--- config.mk ---
export PLATFORM = sky130hd
export DESIGN_NAME = pulse_width_coded_word_sender_unit
export DESIGN_NICKNAME = d
export VERILOG_FILES = /design/src/rtl/pwcws_pkg.sv /design/src/rtl/pulse_width_coded_word_sender_unit.sv
export SDC_FILE = /design/constraint.sdc
export NUM_CORES = 1
export LEC_CHECK = 0
export ABC_AREA = 1
export BUFFER_PORTS_ARGS = -buffer_cell sky130_fd_sc_hd__buf_2
export CAP_MARGIN = 20
export CORE_UTILIZATION = 30
export CTS_BUF_LIST = sky130_fd_sc_hd__clkbuf_16
export CTS_CLUSTER_SIZE = 20
export DETAILED_ROUTE_END_ITERATION = 8
export PLACE_DENSITY = 0.53
export SLEW_MARGIN = 20
export SYNTH_ARGS = -nofsm -noshare
export SYNTH_HDL_FRONTEND = slang
export SYNTH_SLANG_ARGS = --single-unit
--- constraint.sdc ---
create_clock -name clock -period 6.12 [get_ports clock]
set_input_delay 0.306 -clock clock [delete_from_list [all_inputs] [get_ports clock]]
set_output_delay 0.306 -clock clock [all_outputs]
set_load 0.01 [all_outputs]
--- src/rtl/pwcws_pkg.sv ---
// Types and constants shared by the pulse width coded word sender.
`default_nettype none

package pwcws_pkg;

   localparam int unsigned TicksWidth    = 16;
   localparam int unsigned InWordWidth   = 32;
   localparam int unsigned BitsLeftWidth = 6;
   localparam int unsigned RspDataWidth  = 8;

   localparam logic [TicksWidth-1:0] ShortTicksReset = 16'd50;
   localparam logic [TicksWidth-1:0] LongTicksReset  = 16'd100;

   typedef enum logic [0:0] {
      RegShortTicks = 1'b0,
      RegLongTicks  = 1'b1
   } reg_index_type;

   typedef enum logic [4:0] {
      PhIdle    = 5'b00001,
      PhStartHi = 5'b00010,
      PhStartLo = 5'b00100,
      PhBitHi   = 5'b01000,
      PhBitLo   = 5'b10000
   } phase_type;

   typedef struct packed {
      logic line_level;
      logic busy_res;
      logic frame_done;
      logic start_rejected;
   } result_type;

endpackage

`default_nettype wire

--- src/rtl/pulse_width_coded_word_sender_unit.sv ---
// Top level of the pulse width coded word sender: tick-driven serial line encoder.
//
//   channel  dir  handshake              payload
//   req      in   req_tvalid/req_tready  tdata: word, tuser: kind
//   rsp      out  rsp_tvalid/rsp_tready  tdata: line_level, busy_res; tlast: frame_done;
//                                        tuser: start_rejected
//   csr      in   csr_wr_en              csr_index, csr_wr_data
//
// One beat per cycle while req_tready is high: each req beat updates the frame state
// in the cycle it is accepted and its result is registered.
// A result register plus a one-entry skid stage absorb one beat during an rsp
// stall; req_tready drops only while the skid stage holds a beat.
// Reset clears the frame state, the line, both output stages and the tick
// registers to their defaults; no clearing pass.
`default_nettype none

module pulse_width_coded_word_sender_unit #(
   parameter int unsigned WORD_BITS = 32
) (
   input  wire                                       clock,
   input  wire                                       reset,
   input  wire                                       req_tvalid,
   output logic                                      req_tready,
   input  wire  [pwcws_pkg::InWordWidth-1:0]         req_tdata,   // [31:0] word
   input  wire  [0:0]                                req_tuser,   // [0] kind
   output logic                                      rsp_tvalid,
   input  wire                                       rsp_tready,
   output logic [pwcws_pkg::RspDataWidth-1:0]        rsp_tdata,   // [0] line_level, [1] busy_res
   output logic                                      rsp_tlast,   // frame_done
   output logic [0:0]                                rsp_tuser,   // [0] start_rejected
   input  wire                                       csr_wr_en,
   input  wire  [0:0]                                csr_index,
   input  wire  [pwcws_pkg::TicksWidth-1:0]          csr_wr_data
);

   localparam logic [pwcws_pkg::BitsLeftWidth-1:0] BitsLast =
      pwcws_pkg::BitsLeftWidth'(WORD_BITS - 1);

   logic [pwcws_pkg::TicksWidth-1:0]    short_ticks_ff;
   logic [pwcws_pkg::TicksWidth-1:0]    long_ticks_ff;

   pwcws_pkg::phase_type                phase_ff, phase_in;
   logic [WORD_BITS-1:0]                shift_ff, shift_in;
   logic [pwcws_pkg::BitsLeftWidth-1:0] bits_left_ff, bits_left_in;
   logic [pwcws_pkg::TicksWidth-1:0]    ticks_ff, ticks_in;
   logic                                line_ff, line_in;

   logic [WORD_BITS-1:0]                load_word;
   logic [pwcws_pkg::TicksWidth-1:0]    short_load, long_load, bit_load;
   logic                                in_frame;
   logic                                start;
   logic                                accept;
   pwcws_pkg::result_type               result;

   pwcws_pkg::result_type               main_ff;
   logic                                main_valid_ff;
   pwcws_pkg::result_type               skid_ff;
   logic                                skid_valid_ff;

   assign start      = req_tuser[0];
   assign req_tready = !skid_valid_ff;
   assign accept     = req_tvalid && req_tready;

   assign short_load = (short_ticks_ff == '0) ? '0 : short_ticks_ff - 1'b1;
   assign long_load  = (long_ticks_ff == '0) ? '0 : long_ticks_ff - 1'b1;

   always_comb begin
      load_word = '0;
      for (int i = 0; i < WORD_BITS; i++) begin
         if (i < pwcws_pkg::InWordWidth) begin
            load_word[i] = req_tdata[i];
         end
      end
   end

   always_comb begin
      in_frame = (phase_ff == pwcws_pkg::PhStartHi) || (phase_ff == pwcws_pkg::PhStartLo) ||
                 (phase_ff == pwcws_pkg::PhBitHi)   || (phase_ff == pwcws_pkg::PhBitLo);
   end

   always_comb begin
      phase_in     = phase_ff;
      shift_in     = shift_ff;
      bits_left_in = bits_left_ff;
      ticks_in     = ticks_ff;
      line_in      = line_ff;
      bit_load     = long_load;
      result       = '0;
      if (!in_frame) begin
         phase_in = pwcws_pkg::PhIdle;
         ticks_in = '0;
         line_in  = 1'b0;
         if (start) begin
            shift_in     = load_word;
            bits_left_in = '0;
            phase_in     = pwcws_pkg::PhStartHi;
            line_in      = 1'b1;
            ticks_in     = short_load;
         end
      end else begin
         result.start_rejected = start;
         if (ticks_ff != '0) begin
            ticks_in = ticks_ff - 1'b1;
         end else begin
            unique case (phase_ff)
               pwcws_pkg::PhStartHi: begin
                  phase_in = pwcws_pkg::PhStartLo;
                  line_in  = 1'b0;
                  ticks_in = short_load;
               end
               pwcws_pkg::PhStartLo: begin
                  bits_left_in = BitsLast;
                  bit_load     = shift_ff[0] ? short_load : long_load;
                  phase_in     = pwcws_pkg::PhBitHi;
                  line_in      = 1'b1;
                  ticks_in     = bit_load;
               end
               pwcws_pkg::PhBitHi: begin
                  phase_in = pwcws_pkg::PhBitLo;
                  line_in  = 1'b0;
                  ticks_in = long_load;
               end
               default: begin
                  if (bits_left_ff != '0) begin
                     bits_left_in = bits_left_ff - 1'b1;
                     shift_in     = shift_ff >> 1;
                     bit_load     = shift_in[0] ? short_load : long_load;
                     phase_in     = pwcws_pkg::PhBitHi;
                     line_in      = 1'b1;
                     ticks_in     = bit_load;
                  end
               end
            endcase
         end
         if ((phase_in == pwcws_pkg::PhBitLo) && (bits_left_in == '0) && (ticks_in == '0)) begin
            result.frame_done = 1'b1;
            phase_in          = pwcws_pkg::PhIdle;
            line_in           = 1'b0;
            shift_in          = '0;
         end
      end
      result.line_level = line_in;
      result.busy_res   = (phase_in != pwcws_pkg::PhIdle);
   end

   always_ff @(posedge clock) begin
      if (reset) begin
         short_ticks_ff <= pwcws_pkg::ShortTicksReset;
         long_ticks_ff  <= pwcws_pkg::LongTicksReset;
      end else if (csr_wr_en) begin
         unique case (pwcws_pkg::reg_index_type'(csr_index))
            pwcws_pkg::RegShortTicks: short_ticks_ff <= csr_wr_data;
            pwcws_pkg::RegLongTicks:  long_ticks_ff  <= csr_wr_data;
         endcase
      end
   end

   always_ff @(posedge clock) begin
      if (reset) begin
         phase_ff     <= pwcws_pkg::PhIdle;
         shift_ff     <= '0;
         bits_left_ff <= '0;
         ticks_ff     <= '0;
         line_ff      <= 1'b0;
      end else if (accept) begin
         phase_ff     <= phase_in;
         shift_ff     <= shift_in;
         bits_left_ff <= bits_left_in;
         ticks_ff     <= ticks_in;
         line_ff      <= line_in;
      end
   end

   always_ff @(posedge clock) begin
      if (reset) begin
         main_valid_ff <= 1'b0;
         skid_valid_ff <= 1'b0;
      end else if (!main_valid_ff || rsp_tready) begin
         if (skid_valid_ff) begin
            main_valid_ff <= 1'b1;
            skid_valid_ff <= 1'b0;
         end else begin
            main_valid_ff <= accept;
         end
      end else if (accept) begin
         skid_valid_ff <= 1'b1;
      end
   end

   always_ff @(posedge clock) begin
      if (!main_valid_ff || rsp_tready) begin
         main_ff <= skid_valid_ff ? skid_ff : result;
      end else if (accept) begin
         skid_ff <= result;
      end
   end

   assign rsp_tvalid = main_valid_ff;
   assign rsp_tdata  = {{(pwcws_pkg::RspDataWidth-2){1'b0}}, main_ff.busy_res,
                        main_ff.line_level};
   assign rsp_tlast  = main_ff.frame_done;
   assign rsp_tuser  = main_ff.start_rejected;

endmodule

`default_nettype wire

* Yosys cells after proc, flatten, opt, wreduce, memory -nomap -nowiden
Cells that the tools add are included.
** Word-level totals
- Bits in registers :: 102
- Output and inout port bits :: 12
- Word-level logic and storage cells :: 95
** Cells by class
- Add/subtract/negate cells :: 4
- Equality and inequality tests :: 9
- Multiplexer cells :: 39
- Bitwise logic cells :: 2
- Reductions and logical operators :: 24
** Operator list (count)
- 32-bit two-way mux :: 6
- 16-bit two-way mux :: 9
- 16-bit logical NOT :: 3
- 16-bit one-hot mux with 3 select lines :: 1
- 16-bit by 1-bit subtractor with 16-bit output (second input constant) :: 3
- 6-bit two-way mux :: 5
- 5-bit two-way mux :: 5
- 16-bit nonzero test :: 1
- 5-bit one-hot mux with 3 select lines :: 1
- 6-bit one-hot mux with 2 select lines :: 1
- 5-bit == test (second input constant) :: 2
- 2-bit AND reduction :: 4
- 1-bit two-way mux :: 7
- 6-bit logical NOT :: 1
- 3-bit by 2-bit != test with 1-bit output (second input constant) :: 2
- 6-bit nonzero test :: 1
- 6-bit by 1-bit subtractor with 6-bit output (second input constant) :: 1
- 5-bit by 2-bit == test with 1-bit output (second input constant) :: 1
- 5-bit by 3-bit == test with 1-bit output (second input constant) :: 1
- 5-bit by 4-bit == test with 1-bit output (second input constant) :: 1
- 5-bit by 1-bit != test with 1-bit output (second input constant) :: 1
- 5-bit AND reduction :: 1
- 1-bit logical OR :: 4
- 2-bit two-way mux :: 2
- other kinds (9) :: 14

* Logic depth before layout (Yosys ltp)
- Word-level depth :: 13
- Mapped depth :: 23
- Mapped depth without buffers :: 22

* Worst setup path before layout
OpenSTA, ideal clock, no wires.
- Kind :: reg2reg
- From :: reg short_ticks_ff[0] in the netlist's numbering
- To :: reg main_ff, in the netlist rsp_tdata[0], data pin
- Library setup time :: 268 ps
- Data arrival time :: 2270 ps
- Setup slack :: 3582 ps
- Stages on the path, launching flop included :: 20
- Clock period less this slack :: 2538 ps
- Cells stage by stage :: dfxtp_1 -> inv_1 -> ha_1 -> nand2_2 -> nor2_1 -> nand2_1 -> buf_2 -> nand2_2 -> inv_1 -> a21oi_1 -> nand3_1 -> nand2_1 -> nand2_1 -> nor2_1 -> nand3_1 -> nor2_1 -> nand2_2 -> buf_2 -> nand2_1 -> a31oi_1
** On the way
- Cells in the longest elaborated chain, start to end :: 12
** Ends and longest elaborated chain
- start, declared :: line pulse_width_coded_word_sender_unit.sv:39 : logic [pwcws_pkg::TicksWidth-1:0] short_ticks_ff;
- start signal, assigned :: line pulse_width_coded_word_sender_unit.sv:148 : short_ticks_ff <= pwcws_pkg::ShortTicksReset;
- start signal, assigned :: line pulse_width_coded_word_sender_unit.sv:152 : pwcws_pkg::RegShortTicks: short_ticks_ff <= csr_wr_data;
- 16-bit by 1-bit subtractor with 16-bit output / 16-bit logical NOT (equally long branches) :: line pulse_width_coded_word_sender_unit.sv:64 : assign short_load = (short_ticks_ff == '0) ? '0 : short_ticks_ff - 1'b1;
- 16-bit two-way mux (*) :: line pulse_width_coded_word_sender_unit.sv:64
- 16-bit two-way mux :: line pulse_width_coded_word_sender_unit.sv:127 : bit_load = shift_in[0] ? short_load : long_load;
- 16-bit two-way mux :: line pulse_width_coded_word_sender_unit.sv:124 : if (bits_left_ff != '0) begin
- 16-bit one-hot mux with 3 select lines (*) :: line pulse_width_coded_word_sender_unit.sv:105 : unique case (phase_ff)
- 16-bit two-way mux (*) :: line pulse_width_coded_word_sender_unit.sv:102 : if (ticks_ff != '0) begin
- 16-bit two-way mux (*) :: line pulse_width_coded_word_sender_unit.sv:89 : if (!in_frame) begin
- 16-bit logical NOT (*) :: line pulse_width_coded_word_sender_unit.sv:135 : if ((phase_in == pwcws_pkg::PhBitLo) && (bits_left_in == '0) && (ticks_in == '0)) begin
- 1-bit logical AND (*) :: line pulse_width_coded_word_sender_unit.sv:135
- 1-bit two-way mux (*) :: line pulse_width_coded_word_sender_unit.sv:135
- 1-bit two-way mux (*) :: line pulse_width_coded_word_sender_unit.sv:89
- 4-bit two-way mux (*) :: line pulse_width_coded_word_sender_unit.sv:192 : main_ff <= skid_valid_ff ? skid_ff : result;
- end signal, assigned :: line pulse_width_coded_word_sender_unit.sv:192
- end, declared :: line pulse_width_coded_word_sender_unit.sv:55 : pwcws_pkg::result_type main_ff;
Every way passes the cells marked *; elsewhere a longest branch is shown, timed or not. The select of a mux whose other input is x is not followed.
A chain may end at the register's enable or synchronous reset.

* Worst setup path after layout
- From :: reg short_ticks_ff[0] in the netlist's numbering
- To :: reg shift_ff[5]
** On the way
- Cells in the longest elaborated chain, start to end :: 11
** Ends and longest elaborated chain
- 16-bit by 1-bit subtractor with 16-bit output / 16-bit logical NOT (equally long branches) :: line pulse_width_coded_word_sender_unit.sv:64
- 16-bit two-way mux (*) :: line pulse_width_coded_word_sender_unit.sv:64
- 16-bit two-way mux :: line pulse_width_coded_word_sender_unit.sv:127
- 16-bit two-way mux :: line pulse_width_coded_word_sender_unit.sv:124
- 16-bit one-hot mux with 3 select lines (*) :: line pulse_width_coded_word_sender_unit.sv:105
- 16-bit two-way mux (*) :: line pulse_width_coded_word_sender_unit.sv:102
- 16-bit two-way mux (*) :: line pulse_width_coded_word_sender_unit.sv:89
- 16-bit logical NOT (*) :: line pulse_width_coded_word_sender_unit.sv:135
- 1-bit logical AND (*) :: line pulse_width_coded_word_sender_unit.sv:135
- 3-bit by 1-bit != test with 1-bit output (no line) (tied with other cells)
- 5-bit AND reduction (no line) / 32-bit two-way mux (equally long branches)
- end signal, assigned :: line pulse_width_coded_word_sender_unit.sv:167 : shift_ff <= shift_in;
- end, declared :: line pulse_width_coded_word_sender_unit.sv:43 : logic [WORD_BITS-1:0] shift_ff, shift_in;
Marks and branches as above.

==> reports/qor.csv <==
metric;value;unit
vias in the first global route;6707;
crit path capture type;register;
Die Width;158;um
core area;23700;um^2
routed vias;7604;
skew final;0.0178;ns
Max Slew Vio Count;0;
worst skew pair latency;0.37;ns
GP Congestion;0.906;
post_cts resized;0;
total gr overflow;0;
RR Startpoint;short_ticks_ff[0];
mapped cell area;7290;um^2
1st-iter DRT viols;533;
post-layout min period;4.01;ns
first-pass GRT wire length;35.6;mm
Root Buffer;clkbuf_16;
reg2reg end;shift_ff[5];
DP HPWL;16.0;mm
dominant cells by area after synthesis;dfxtp_1 (26%), nand2_1 (22%), nor2_1 (9.6%), inv_1 (8.0%), nand3_1 (6.9%);
TritonRoute pass-1 iters;5;
Synth Flop Type;dfxtp_1;
Relative slew margins;0.322;
register area;2120;um^2
Hold Slack;0.167;ns
stages on the worst setup path;18;
DR DRC count;0;
hold path startpoint;csr_wr_data[4];
top-area cell type share of the netlist area;0.258;
Worst VDD drop;0.130;mV
setup repair after global routing missed its margin;no;
Seq cells post-synth;102;
CTS max path bufs;2;
Final Hold Viols;0;
Leak Pwr;4.17;nW
Min-Delay Endpoint;short_ticks_ff[4];
Setup Viol. Count Final;0;
number of synthesized flops with an enable pin;8;
Syn Area/Cell;5.74;um^2
Filler cells;2727;
Nets;1359;
Hold Crit Class;in -> reg;
Crit Path Max Fanout;62;
share of cells above drive strength 1;0.0943;
Die Ht;158;um
Hold Crit Depth;3;
max cap viols;0;
PwrDens;250;nW/um^2
H-tree levels;3;
Antenna Cells;0;
crit-path max cell delay;0.44;ns
initial antenna violation count;0;
multi-input logic area;4310;um^2
sequential area share after synthesis;0.291;
nature of the critical path startpoint;register;
num rows;56;
Worst Max-Slew Pin Slew;1.01;ns
clk sinks;102;
Cells after Synth;1271;
Post-DRT Antenna Nets;0;
Synth area leader;dfxtp_1;
cells along the critical path;inv_1 -> ha_1 -> nand2_2 -> nor2_4 -> nand3b_1 -> nand3_1 -> nor2_1 -> nor2_1 -> nand3_1 -> a21oi_1 -> nand3_1 -> nor2_2 -> nand2_2 -> nand2_4 -> nand2_4 -> nand2_1 -> nand2_1 -> nor2_1;
vias per cell;4.69;
routed length per instance;13.5;um
CP Class;reg -> reg;
post-synthesis cell type count;44;
Crit path max-delay family;simple AND/OR/NAND/NOR gates;
largest net degree at the start of global routing;69;
IO Pins;67;
Fmax achieved;250;MHz
cts hold-fix bufs;0;
Initial Util;0.308;
critical path arrival;4.32;ns
Die ar.;24900;um^2
Total Wirelength;21.9;mm
Yosys Warn Count;0;
post-route setup TNS;0;ns
clk slew on worst S/H paths;0.09;ns
CTS tree;yes;
GR Util All Layers;0.182;
Slowest cell on crit path;nand2_2;
Worst EP required;6.43;ns
IO Port Bufs;60;
setup slack, reg-to-reg;2.11;ns
Worst Path Buf+Inv;1;
r2r worst-path depth;18;
TritonCTS buffer count;9;
status;finished, final reports clean;
Setup crit start;short_ticks_ff[0];
asr flop ratio synth;0;
# Post-CTS Setup Buffers;0;
ratio of final minimum period to clock period;0.655;
synth-to-layout area growth;11.1;%
==> cells by family (layout without fill, tap and decap cells) <==
group,after synthesis,in the layout,synth area share
xor gates and xnor gates,9,9,0.0108
and+or+nand+nor,780,780,0.446
AOI/OAI and AO/OA,157,157,0.121
DFF,102,102,0.291
other,1,6,0.000514
buffers and inverters,217,245,0.121
adders and majority gates,5,5,0.00858
==> cell usage after synthesis (9+ instances only) <==
cell type,count
buf_2,15
dfxtp_1,94
a21oi_1,66
nand3_1,100
inv_2,9
nand2_1,437
nor2_1,186
nand4_1,10
o21ai_0,49
inv_1,155
clkbuf_1,24
xor2_1,9
nor2_2,11
==> per-stage QoR <==
stage	cells	cell area [um^2]	worst slack (ns)	total power [mW]	util
floorplan	1276	7310	3.58	1.24	-
global placement	1607	7780	2.25	1.42	0.329
detailed placement	1607	7780	2.15	1.41	0.329
CTS	1623	8100	2.14	2.03	0.342
global route	1623	8100	1.59	2.15	0.342
finish	1623	8100	2.11	2.03	0.342
==> power breakdown <==
part           leakage (nW)  internal, mW  switching (mW)
registers             0.855         0.720          0.0427
clock network         0.157         0.316           0.306
logic                  3.16         0.197           0.447
total                  4.17          1.23           0.796
==> placed cells by master, fill, tap and decap left out, types with 8 or more instances in the layout <==
cell type / count
edfxtp_1: 8
a21oi_1: 66
nor2_2: 11
nand2_1: 437
inv_2: 10
clkbuf_16: 10
inv_1: 154
nand3_1: 100
nor2_1: 186
xor2_1: 9
o21ai_0: 49
dfxtp_1: 94
nand4_1: 10
buf_2: 60
==> tightest hold or removal path, delay by kind of cell <==
family / cells / cell delay (ns)
AND/OR/NAND/NOR: 2 / 0.11
buffers and inverters: 1 / 0.08
==> routing by layer <==
metal	track usage	part of all wire
met3	0.0181	0.035
met2	0.288	0.45
met1	0.257	0.50
met4	0.0614	0.019
met5	0	0
==> flip-flops by register name (all words and copies together) (netlist names) <==
name / cells
bits_left_ff: 6
line_ff: 1
long_ticks_ff: 16
phase_ff: 5
rsp_tdata: 2
rsp_tlast: 1
rsp_tuser: 1
rsp_tvalid: 1
shift_ff: 32
short_ticks_ff: 16
skid_ff: 4
skid_valid_ff: 1
ticks_ff: 16
==> cell type report <==
cell class / instances / area share
Clock inverter: 6 / 0.00895
Clock buffer: 10 / 0.0309
Inverter: 166 / 0.0769
Timing Repair Buffer: 63 / 0.0398
Sequential cell: 102 / 0.262
Multi-Input combinational cell: 957 / 0.532
Tap cell: 319 / 0.0493
==> worst max path at each step <==
| stage | endpoint | slack, ns |
|---|---|---|
| after floorplan | rsp_tdata[0] | 3.58 |
| after CTS | shift_ff[0] | 2.14 |
| final | shift_ff[5] | 2.11 |
| after global placement | shift_ff[1] | 2.25 |
| after global routing | shift_ff[12] | 1.59 |
| after detailed placement | shift_ff[13] | 2.15 |
(Power assumes the default switching activity.)
